**config.mk**
```make
export PLATFORM = sky130hd
export DESIGN_NAME = sha256_message_digest_flat
export DESIGN_NICKNAME = d
export VERILOG_FILES = /design/src/hdl/sha256_pkg.sv /design/src/hdl/sha256_if.sv /design/src/hdl/sha256_message_digest.sv /design/src/flat_wrapper.sv
export SDC_FILE = /design/constraint.sdc
export NUM_CORES = 2
export LEC_CHECK = 0
export BUFFER_PORTS_ARGS = -buffer_cell sky130_fd_sc_hd__buf_4
export CORE_AREA = 3 3 479 529
export CTS_CLUSTER_DIAMETER = 80
export DETAILED_ROUTE_END_ITERATION = 16
export DIE_AREA = 0 0 482 532
export GPL_TIMING_DRIVEN = 0
export MAX_ROUTING_LAYER = met4
export SYNTH_ARGS = -nofsm -noshare
export SYNTH_HDL_FRONTEND = slang
export SYNTH_SLANG_ARGS = --single-unit
```
**constraint.sdc**
```tcl
create_clock -name clk_i -period 27.4 [get_ports clk_i]
set_clock_uncertainty 0.2 [all_clocks]
set_input_delay 0 -clock clk_i [delete_from_list [all_inputs] [get_ports clk_i]]
set_output_delay 0 -clock clk_i [all_outputs]
set_load 0.05 [all_outputs]
```
**src/hdl/sha256_pkg.sv**
```systemverilog
// ----------------------------------------------------------------------------
// SHA-256 package
// Sequencer states, round and start constants and the SHA-256 bit functions.
// ----------------------------------------------------------------------------
`default_nettype none

package sha256_pkg;

  // Sequencer states of the digest engine.
  typedef enum logic [2:0] {
    StIdle,
    StRound,
    StAdd,
    StPad,
    StOut
  } state_e;

  localparam int WordW  = 32;
  localparam int Rounds = 64;
  localparam int LenW   = 61;

  // Round constants.
  localparam logic [31:0] RoundK [Rounds] = '{
    32'h428a2f98, 32'h71374491, 32'hb5c0fbcf, 32'he9b5dba5,
    32'h3956c25b, 32'h59f111f1, 32'h923f82a4, 32'hab1c5ed5,
    32'hd807aa98, 32'h12835b01, 32'h243185be, 32'h550c7dc3,
    32'h72be5d74, 32'h80deb1fe, 32'h9bdc06a7, 32'hc19bf174,
    32'he49b69c1, 32'hefbe4786, 32'h0fc19dc6, 32'h240ca1cc,
    32'h2de92c6f, 32'h4a7484aa, 32'h5cb0a9dc, 32'h76f988da,
    32'h983e5152, 32'ha831c66d, 32'hb00327c8, 32'hbf597fc7,
    32'hc6e00bf3, 32'hd5a79147, 32'h06ca6351, 32'h14292967,
    32'h27b70a85, 32'h2e1b2138, 32'h4d2c6dfc, 32'h53380d13,
    32'h650a7354, 32'h766a0abb, 32'h81c2c92e, 32'h92722c85,
    32'ha2bfe8a1, 32'ha81a664b, 32'hc24b8b70, 32'hc76c51a3,
    32'hd192e819, 32'hd6990624, 32'hf40e3585, 32'h106aa070,
    32'h19a4c116, 32'h1e376c08, 32'h2748774c, 32'h34b0bcb5,
    32'h391c0cb3, 32'h4ed8aa4a, 32'h5b9cca4f, 32'h682e6ff3,
    32'h748f82ee, 32'h78a5636f, 32'h84c87814, 32'h8cc70208,
    32'h90befffa, 32'ha4506ceb, 32'hbef9a3f7, 32'hc67178f2
  };

  // Start values of the hash words.
  localparam logic [31:0] StartH [8] = '{
    32'h6a09e667, 32'hbb67ae85, 32'h3c6ef372, 32'ha54ff53a,
    32'h510e527f, 32'h9b05688c, 32'h1f83d9ab, 32'h5be0cd19
  };

  // Pad word for a last word with no valid bytes, and after one that filled all four.
  localparam logic [31:0] PadWord = 32'h80000000;

  function automatic logic [31:0] big_sigma0(input logic [31:0] x);
    return {x[1:0], x[31:2]} ^ {x[12:0], x[31:13]} ^ {x[21:0], x[31:22]};
  endfunction

  function automatic logic [31:0] big_sigma1(input logic [31:0] x);
    return {x[5:0], x[31:6]} ^ {x[10:0], x[31:11]} ^ {x[24:0], x[31:25]};
  endfunction

  function automatic logic [31:0] small_sigma0(input logic [31:0] x);
    return {x[6:0], x[31:7]} ^ {x[17:0], x[31:18]} ^ {3'b000, x[31:3]};
  endfunction

  function automatic logic [31:0] small_sigma1(input logic [31:0] x);
    return {x[16:0], x[31:17]} ^ {x[18:0], x[31:19]} ^ {10'b0, x[31:10]};
  endfunction

endpackage

`default_nettype wire

```
**src/hdl/sha256_if.sv**
```systemverilog
// ----------------------------------------------------------------------------
// SHA-256 stream interfaces
// Valid/ready channels for message words in and digest words out.
// ----------------------------------------------------------------------------
`default_nettype none

// Message word channel.
interface sha256_in_if;
  logic        valid;
  logic        ready;
  logic [31:0] message_word;
  logic [2:0]  valid_bytes;
  logic        last_word;

  modport source (output valid, output message_word, output valid_bytes,
                  output last_word, input ready);
  modport sink   (input valid, input message_word, input valid_bytes,
                  input last_word, output ready);
endinterface

// Digest word channel.
interface sha256_out_if;
  logic        valid;
  logic        ready;
  logic [31:0] digest_word;
  logic [2:0]  word_index;
  logic        final_digest_word;

  modport source (output valid, output digest_word, output word_index,
                  output final_digest_word, input ready);
  modport sink   (input valid, input digest_word, input word_index,
                  input final_digest_word, output ready);
endinterface

`default_nettype wire

```
**src/hdl/sha256_message_digest.sv**
```systemverilog
// ----------------------------------------------------------------------------
// SHA-256 message digest
// Collects big-endian message words into 64-byte blocks, compresses each
// block with one SHA-256 round per cycle, pads the message on its last word
// and returns the eight digest words.
// ----------------------------------------------------------------------------
//
//  Channel | Direction | Payload
//  --------+-----------+------------------------------------------------
//  in_i    | sink      | message_word[31:0], valid_bytes[2:0], last_word
//  out_o   | source    | digest_word[31:0], word_index[2:0], final_digest_word
//
// A word that completes a block starts a compression: the rounds through the single
// round unit, then one hash update. The last word is followed by the padding words,
// one per cycle, one or two compressions and eight output transactions.
// Input is not ready while a block is compressed, padded or read out; a stalled
// output holds its transaction. Reset loads the start hash and clears the counts.
// ----------------------------------------------------------------------------
`default_nettype none

module sha256_message_digest (
  input  wire logic     clk_i,
  input  wire logic     rst_ni,
  sha256_in_if.sink     in_i,
  sha256_out_if.source  out_o
);

  // Sequencer and control registers.
  sha256_pkg::state_e state_q, state_d;
  logic [3:0]  fill_q, fill_d;
  logic [5:0]  round_q, round_d;
  logic [2:0]  idx_q, idx_d;
  logic [sha256_pkg::LenW-1:0] bytes_q, bytes_d;
  logic        pad_q, pad_d;
  logic        need80_q, need80_d;
  logic        len_q, len_d;
  logic        done_q, done_d;
  logic [31:0] hash_q [8];
  logic [31:0] hash_d [8];

  // Payload registers: schedule shift line and working variables.
  logic [31:0] sched_q [16];
  logic [31:0] sched_d [16];
  logic [31:0] var_q [8];
  logic [31:0] var_d [8];

  // Push path into the schedule line.
  logic        push;
  logic [31:0] push_word;
  logic [2:0]  vb_eff;
  logic [31:0] last_word_pad;
  logic        accept_in;
  logic        accept_out;

  // Round unit.
  logic [31:0] t1, t2, ch, maj, w_next;

  assign in_i.ready  = (state_q == sha256_pkg::StIdle);
  assign accept_in   = in_i.valid && in_i.ready;
  assign accept_out  = out_o.valid && out_o.ready;

  assign out_o.valid             = (state_q == sha256_pkg::StOut);
  assign out_o.digest_word       = hash_q[idx_q];
  assign out_o.word_index        = idx_q;
  assign out_o.final_digest_word = (idx_q == 3'd7);

  // Valid byte count on a last word, with counts above four taken as four.
  assign vb_eff = in_i.valid_bytes[2] ? 3'd4 : in_i.valid_bytes;

  // Last word with its trailing bytes replaced by the pad byte and zeros.
  always_comb begin
    case (vb_eff)
      3'd0:    last_word_pad = sha256_pkg::PadWord;
      3'd1:    last_word_pad = {in_i.message_word[31:24], 24'h800000};
      3'd2:    last_word_pad = {in_i.message_word[31:16], 16'h8000};
      3'd3:    last_word_pad = {in_i.message_word[31:8], 8'h80};
      default: last_word_pad = in_i.message_word;
    endcase
  end

  // One compression round and the next schedule word.
  always_comb begin
    ch  = (var_q[4] & var_q[5]) ^ (~var_q[4] & var_q[6]);
    maj = (var_q[0] & var_q[1]) ^ (var_q[0] & var_q[2]) ^ (var_q[1] & var_q[2]);
    t1  = var_q[7] + sha256_pkg::big_sigma1(var_q[4]) + ch
        + sha256_pkg::RoundK[round_q] + sched_q[0];
    t2  = sha256_pkg::big_sigma0(var_q[0]) + maj;
    w_next = sched_q[0] + sha256_pkg::small_sigma0(sched_q[1]) + sched_q[9]
           + sha256_pkg::small_sigma1(sched_q[14]);
  end

  // Next state, push selection and register updates.
  always_comb begin
    state_d  = state_q;
    fill_d   = fill_q;
    round_d  = round_q;
    idx_d    = idx_q;
    bytes_d  = bytes_q;
    pad_d    = pad_q;
    need80_d = need80_q;
    len_d    = len_q;
    done_d   = done_q;
    hash_d   = hash_q;
    var_d    = var_q;
    sched_d  = sched_q;
    push      = 1'b0;
    push_word = '0;

    case (state_q)
      sha256_pkg::StIdle: begin
        if (accept_in) begin
          push = 1'b1;
          if (!in_i.last_word) begin
            push_word = in_i.message_word;
            bytes_d   = bytes_q + sha256_pkg::LenW'(4);
            if (fill_q == 4'd15) begin
              state_d = sha256_pkg::StRound;
            end
          end else begin
            push_word = last_word_pad;
            bytes_d   = bytes_q + {58'b0, vb_eff};
            pad_d     = 1'b1;
            need80_d  = (vb_eff == 3'd4);
            state_d   = (fill_q == 4'd15) ? sha256_pkg::StRound : sha256_pkg::StPad;
          end
        end
      end

      sha256_pkg::StPad: begin
        push = 1'b1;
        if (need80_q) begin
          push_word = sha256_pkg::PadWord;
          need80_d  = 1'b0;
        end else if (fill_q == 4'd14) begin
          push_word = bytes_q[60:29];
          len_d     = 1'b1;
        end else if (fill_q == 4'd15 && len_q) begin
          push_word = {bytes_q[28:0], 3'b000};
          done_d    = 1'b1;
        end else begin
          push_word = '0;
        end
        if (fill_q == 4'd15) begin
          state_d = sha256_pkg::StRound;
        end
      end

      sha256_pkg::StRound: begin
        var_d[7] = var_q[6];
        var_d[6] = var_q[5];
        var_d[5] = var_q[4];
        var_d[4] = var_q[3] + t1;
        var_d[3] = var_q[2];
        var_d[2] = var_q[1];
        var_d[1] = var_q[0];
        var_d[0] = t1 + t2;
        for (int i = 0; i < 15; i++) begin
          sched_d[i] = sched_q[i+1];
        end
        sched_d[15] = w_next;
        round_d = round_q + 6'd1;
        if (round_q == 6'd63) begin
          state_d = sha256_pkg::StAdd;
        end
      end

      sha256_pkg::StAdd: begin
        for (int i = 0; i < 8; i++) begin
          hash_d[i] = hash_q[i] + var_q[i];
        end
        if (done_q) begin
          state_d = sha256_pkg::StOut;
          idx_d   = 3'd0;
        end else if (pad_q) begin
          state_d = sha256_pkg::StPad;
        end else begin
          state_d = sha256_pkg::StIdle;
        end
      end

      sha256_pkg::StOut: begin
        if (accept_out) begin
          idx_d = idx_q + 3'd1;
          if (idx_q == 3'd7) begin
            state_d  = sha256_pkg::StIdle;
            hash_d   = sha256_pkg::StartH;
            bytes_d  = '0;
            pad_d    = 1'b0;
            need80_d = 1'b0;
            len_d    = 1'b0;
            done_d   = 1'b0;
          end
        end
      end

      default: begin
        state_d = sha256_pkg::StIdle;
      end
    endcase

    // Shift a pushed word into the block buffer.
    if (push) begin
      for (int i = 0; i < 15; i++) begin
        sched_d[i] = sched_q[i+1];
      end
      sched_d[15] = push_word;
      fill_d = fill_q + 4'd1;
    end

    // Load the working variables when a compression starts.
    if (state_d == sha256_pkg::StRound && state_q != sha256_pkg::StRound) begin
      var_d   = hash_q;
      round_d = 6'd0;
    end
  end

  // Control state and hash words.
  always_ff @(posedge clk_i or negedge rst_ni) begin
    if (!rst_ni) begin
      state_q  <= sha256_pkg::StIdle;
      fill_q   <= '0;
      round_q  <= '0;
      idx_q    <= '0;
      bytes_q  <= '0;
      pad_q    <= 1'b0;
      need80_q <= 1'b0;
      len_q    <= 1'b0;
      done_q   <= 1'b0;
      hash_q   <= sha256_pkg::StartH;
    end else begin
      state_q  <= state_d;
      fill_q   <= fill_d;
      round_q  <= round_d;
      idx_q    <= idx_d;
      bytes_q  <= bytes_d;
      pad_q    <= pad_d;
      need80_q <= need80_d;
      len_q    <= len_d;
      done_q   <= done_d;
      hash_q   <= hash_d;
    end
  end

  // Block buffer and working variables carry no reset.
  always_ff @(posedge clk_i) begin
    sched_q <= sched_d;
    var_q   <= var_d;
  end

endmodule

`default_nettype wire
```
**src/flat_wrapper.sv**
```systemverilog
// flat-port wrapper written by rule: the top's interface ports become plain ports
module sha256_message_digest_flat 
  (clk_i, rst_ni, in_i_valid, in_i_message_word, in_i_valid_bytes, in_i_last_word, in_i_ready, out_o_valid, out_o_digest_word, out_o_word_index, out_o_final_digest_word, out_o_ready);
  sha256_in_if in_i_i ();
  sha256_out_if out_o_i ();
  input  wire logic clk_i;
  input  wire logic rst_ni;
  input wire logic [$bits(in_i_i.valid)-1:0] in_i_valid;
  input wire logic [$bits(in_i_i.message_word)-1:0] in_i_message_word;
  input wire logic [$bits(in_i_i.valid_bytes)-1:0] in_i_valid_bytes;
  input wire logic [$bits(in_i_i.last_word)-1:0] in_i_last_word;
  output wire logic [$bits(in_i_i.ready)-1:0] in_i_ready;
  output wire logic [$bits(out_o_i.valid)-1:0] out_o_valid;
  output wire logic [$bits(out_o_i.digest_word)-1:0] out_o_digest_word;
  output wire logic [$bits(out_o_i.word_index)-1:0] out_o_word_index;
  output wire logic [$bits(out_o_i.final_digest_word)-1:0] out_o_final_digest_word;
  input wire logic [$bits(out_o_i.ready)-1:0] out_o_ready;
  assign in_i_i.valid = in_i_valid;
  assign in_i_i.message_word = in_i_message_word;
  assign in_i_i.valid_bytes = in_i_valid_bytes;
  assign in_i_i.last_word = in_i_last_word;
  assign in_i_ready = in_i_i.ready;
  assign out_o_valid = out_o_i.valid;
  assign out_o_digest_word = out_o_i.digest_word;
  assign out_o_word_index = out_o_i.word_index;
  assign out_o_final_digest_word = out_o_i.final_digest_word;
  assign out_o_i.ready = out_o_ready;
  sha256_message_digest u_core (.clk_i(clk_i), .rst_ni(rst_ni), .in_i(in_i_i), .out_o(out_o_i));
endmodule
```
==> metrics.csv <==
stage;metric;value;unit
die;Cell Rows;192;
synth;Distinct cells, synth;95;
grt;total gr overflow;0;
setup_path;Crit Path Class;reg -> reg;
timing;crit path time final;12010;ps
routing;per-cell routed wire length;26.4;um
synth;YS warnings;0;
setup_path;Critical Path Fanout Max;14;
routing;iteration-0 DRC count of the detailed router;7335;
min_path;worst hold-check path type;in -> reg;
grt;initial antenna violation count;15;
synth;#FFs+latches synth;1105;
synth;Synth Flop Type;edfxtp_1;
finish;Layout Utilization;32.1;%
timing;setup TNS;0;ps
finish;P&R area growth vs syn;14.8;%
die;chip height;532;um
setup_path;Critical path buffers and inverters;4;
timing;Final Setup Violations;0;
routing;post-route ant nets;0;
synth;Netlist Area Pre-Place;69400;um^2
clocking;clock-pin slew on the worst setup and hold paths;60;ps
setup_path;CP startpoint kind;flip-flop;
grt;vias in the first global route;54000;
timing;Hold Fails Final Rpt;0;
timing;hold slack;117;ps
placed_design;Port Buffers;77;
setup_path;critical path depth;33;
timing;final worst path period share;43.9;%
clocking;CTS tree;done;
timing;relative slew slack;-7.42;%
outcome;status;finished with violations;
timing;RSZ-0062 raised after global routing;false;
clocking;Root Buffer;clkbuf_16;
routing;WL final;274;mm
setup_path;Top delay family on crit path;adder cells;
synth;Seq/Total Area, Yosys;45.6;%
setup_path;WP data arrival;12330;ps
synth;Post-synth EDFFs;768;
synth;mean post-synth cell area;10.5;um^2
grt;largest net degree at the start of global routing;90;
clocking;cts bufs inserted;118;
placed_design;gpl congestion;1.03;
setup_path;Slowest cell on crit path;clkinv_1;
clocking;Worst-Skew Late Latency;810;ps
synth;Mapped Nets;7261;
routing;DRC viols;0;
die;die area;256000;um^2
die;I/O pins;78;
synth;post-synthesis instance total;6625;
clocking;Setup Buffers After CTS;0;
grt;first-pass GRT wire length;386;mm
run;Max-Cap Viols;5;
synth;fraction of registers with async set/reset;30.5;%
routing;Via density;5.39;
placed_design;DP Wirelength;209;mm
clocking;maximum clock insertion buffer count;3;
die;Starting Density;27.9;%
setup_path;Reg2Reg Depth;33;
die;Die Wd;482;um
setup_path;CP most frequent cell;fa_1;
timing;number of max-slew violations in the final report;35;
clocking;CTS Sinks;1105;
die;Core ar.;248000;um^2
setup_path;Worst path max stage delay;880;ps
min_path;hold path cells;6;
setup_path;Critical Path End Type;flip-flop;
clocking;CTS H-tree depth;3;
routing;drt pass-1 iters;6;
finish;layout cells sized above 1;8.64;%
outcome;failing checks;max-capacitance violations, max-slew violations;
routing;via count;55800;
finish;Layout Nets;7579;
setup_path;worst path required time;27710;ps
grt;gr usage total;21.3;%
timing;Worst Tran Pin Value;1590;ps
timing;top achievable clock speed;0.0832;GHz
synth_stat cells (124+ instances only):
cell      count  area, um^2
clkbuf_1    261         980
nor3_1      124         621
fa_1        196        3920
xnor2_1     390        3420
nor2_1      419        1570
xor2_1      230        2010
a21o_1      165        1240
edfxtp_1    768       23100
dfstp_2     136        3570
o21ai_0     436        2180
ha_1        400        5000
a21oi_1     484        2420
inv_1       276        1040
nand3_1     166         831
nand2_1     949        3560
dfrtp_1     201        5030
cells by family after synthesis:
family / Yosys count / share of synthesized area (%)
buf+inv: 582 / 3.17
xor+xnor: 621 / 7.85
simple gates: 1964 / 12.5
flops: 1105 / 45.6
fa+ha+maj: 620 / 13.2
compound gates: 1588 / 14.2
mux: 145 / 3.42
final timing paths:
| path | from | endpoint | slack (ps) |
|---|---|---|---|
| setup / recovery | u_core.round_q[1]$_DFFE_PN0P_ | u_core.var_q[255]$_DFFE_PP_ | 15390 |
| hold / removal | in_i_last_word | u_core.bytes_q[3]$_DFFE_PN0P_ | 120 |
| setup reg to reg | u_core.round_q[1]$_DFFE_PN0P_ | u_core.var_q[255]$_DFFE_PP_ | 15390 |
| hold reg to reg | u_core.sched_q[312]$_DFFE_PP_ | u_core.sched_q[344]$_DFFE_PP_ | 190 |
| max in group asynchronous | rst_ni | u_core.round_q[1]$_DFFE_PN0P_ | 25460 |
| min in group asynchronous | rst_ni | u_core.hash_q[220]$_DFFE_PN1P_ | 410 |
sequential cells by signal, indices dropped and copies added, names as in the netlist:
| name | cells |
|---|---|
| u_core.round_q | 6 |
| u_core.len_q | 1 |
| u_core.pad_q | 1 |
| u_core.sched_q | 512 |
| u_core.state_q | 3 |
| u_core.bytes_q | 61 |
| u_core.out_o.word_index | 3 |
| u_core.var_q | 256 |
| u_core.need80_q | 1 |
| u_core.done_q | 1 |
| u_core.hash_q | 256 |
| u_core.fill_q | 4 |
layout by cell type, fill, tap and decap left out, types with 19 or more instances in the layout:
cell | Yosys | routed
nand2_1 | 949 | 948
edfxtp_1 | 768 | 768
a21oi_1 | 484 | 484
o21ai_0 | 436 | 434
nor2_1 | 419 | 418
ha_1 | 400 | 400
xnor2_1 | 390 | 390
clkbuf_1 | 261 | 277
inv_1 | 276 | 275
xor2_1 | 230 | 230
dfrtp_1 | 201 | 201
fa_1 | 196 | 196
nand3_1 | 166 | 166
a21o_1 | 165 | 165
dfstp_2 | 136 | 136
nor3_1 | 124 | 124
clkbuf_16 | 0 | 119
dlygate4sd3_1 | 0 | 105
buf_4 | 1 | 78
mux4_2 | 68 | 68
mux2_2 | 58 | 58
o21a_1 | 52 | 52
nand2b_1 | 51 | 51
a31oi_1 | 49 | 49
nor2b_1 | 47 | 47
and3_1 | 46 | 46
o21bai_1 | 46 | 46
a211oi_1 | 45 | 45
a22oi_1 | 35 | 35
o31ai_1 | 34 | 33
or3_1 | 32 | 32
buf_1 | 37 | 31
o211ai_1 | 31 | 31
nand4_1 | 25 | 25
o221ai_1 | 25 | 25
maj3_1 | 24 | 24
clkinv_2 | 0 | 20
mux2i_1 | 19 | 19
a211o_1 | 19 | 19
area by class of cell:
type,instances,area (um^2)
Antenna cell,9,22.5
Tap cell,3298,4130
Sequential cell,1105,31700
Multi-Input combinational cell,4938,35500
Timing Repair Buffer,198,2030
Buffer,302,1170
Clock buffer,153,3200
Fill cell,25100,169000
Clock inverter,72,828
Inverter,280,1060
metrics by stage:
stage	instances	area [um^2]	setup slack (ps)
floorplan	6625	69400	14050
global route	10300	79600	15180
detailed placement	10000	74500	15720
global placement	10000	74100	9480
finish	10400	79600	15390
CTS	10300	79600	15710
timing repair:
| item | 4_1_cts | 5_1_grt |
|---|---|---|
| gates resized for setup | 0 | 0 |
| endpoints found under the hold margin | 208 | 0 |
| hold buffers | 106 | 0 |
worst min-delay path, cell delays in order:
cell,delay (ps)
dlygate4sd3_1,530
buf_4,120
inv_1,70
nand2_1,70
o22ai_1,80
a22o_1,180
layer usage:
metal | share of wire [%] | track usage [%] | vias up
met5 | 0 | - | -
met4 | 6.5 | 11.5 | 0
met3 | 8.6 | 3.23 | 643
met2 | 45 | 32.5 | 2928
met1 | 40 | 27.0 | 27900
li1 | - | - | 24400
Power is not shown: default switching activity piles up to over one toggle a cycle in this logic, so the estimate is an artifact.
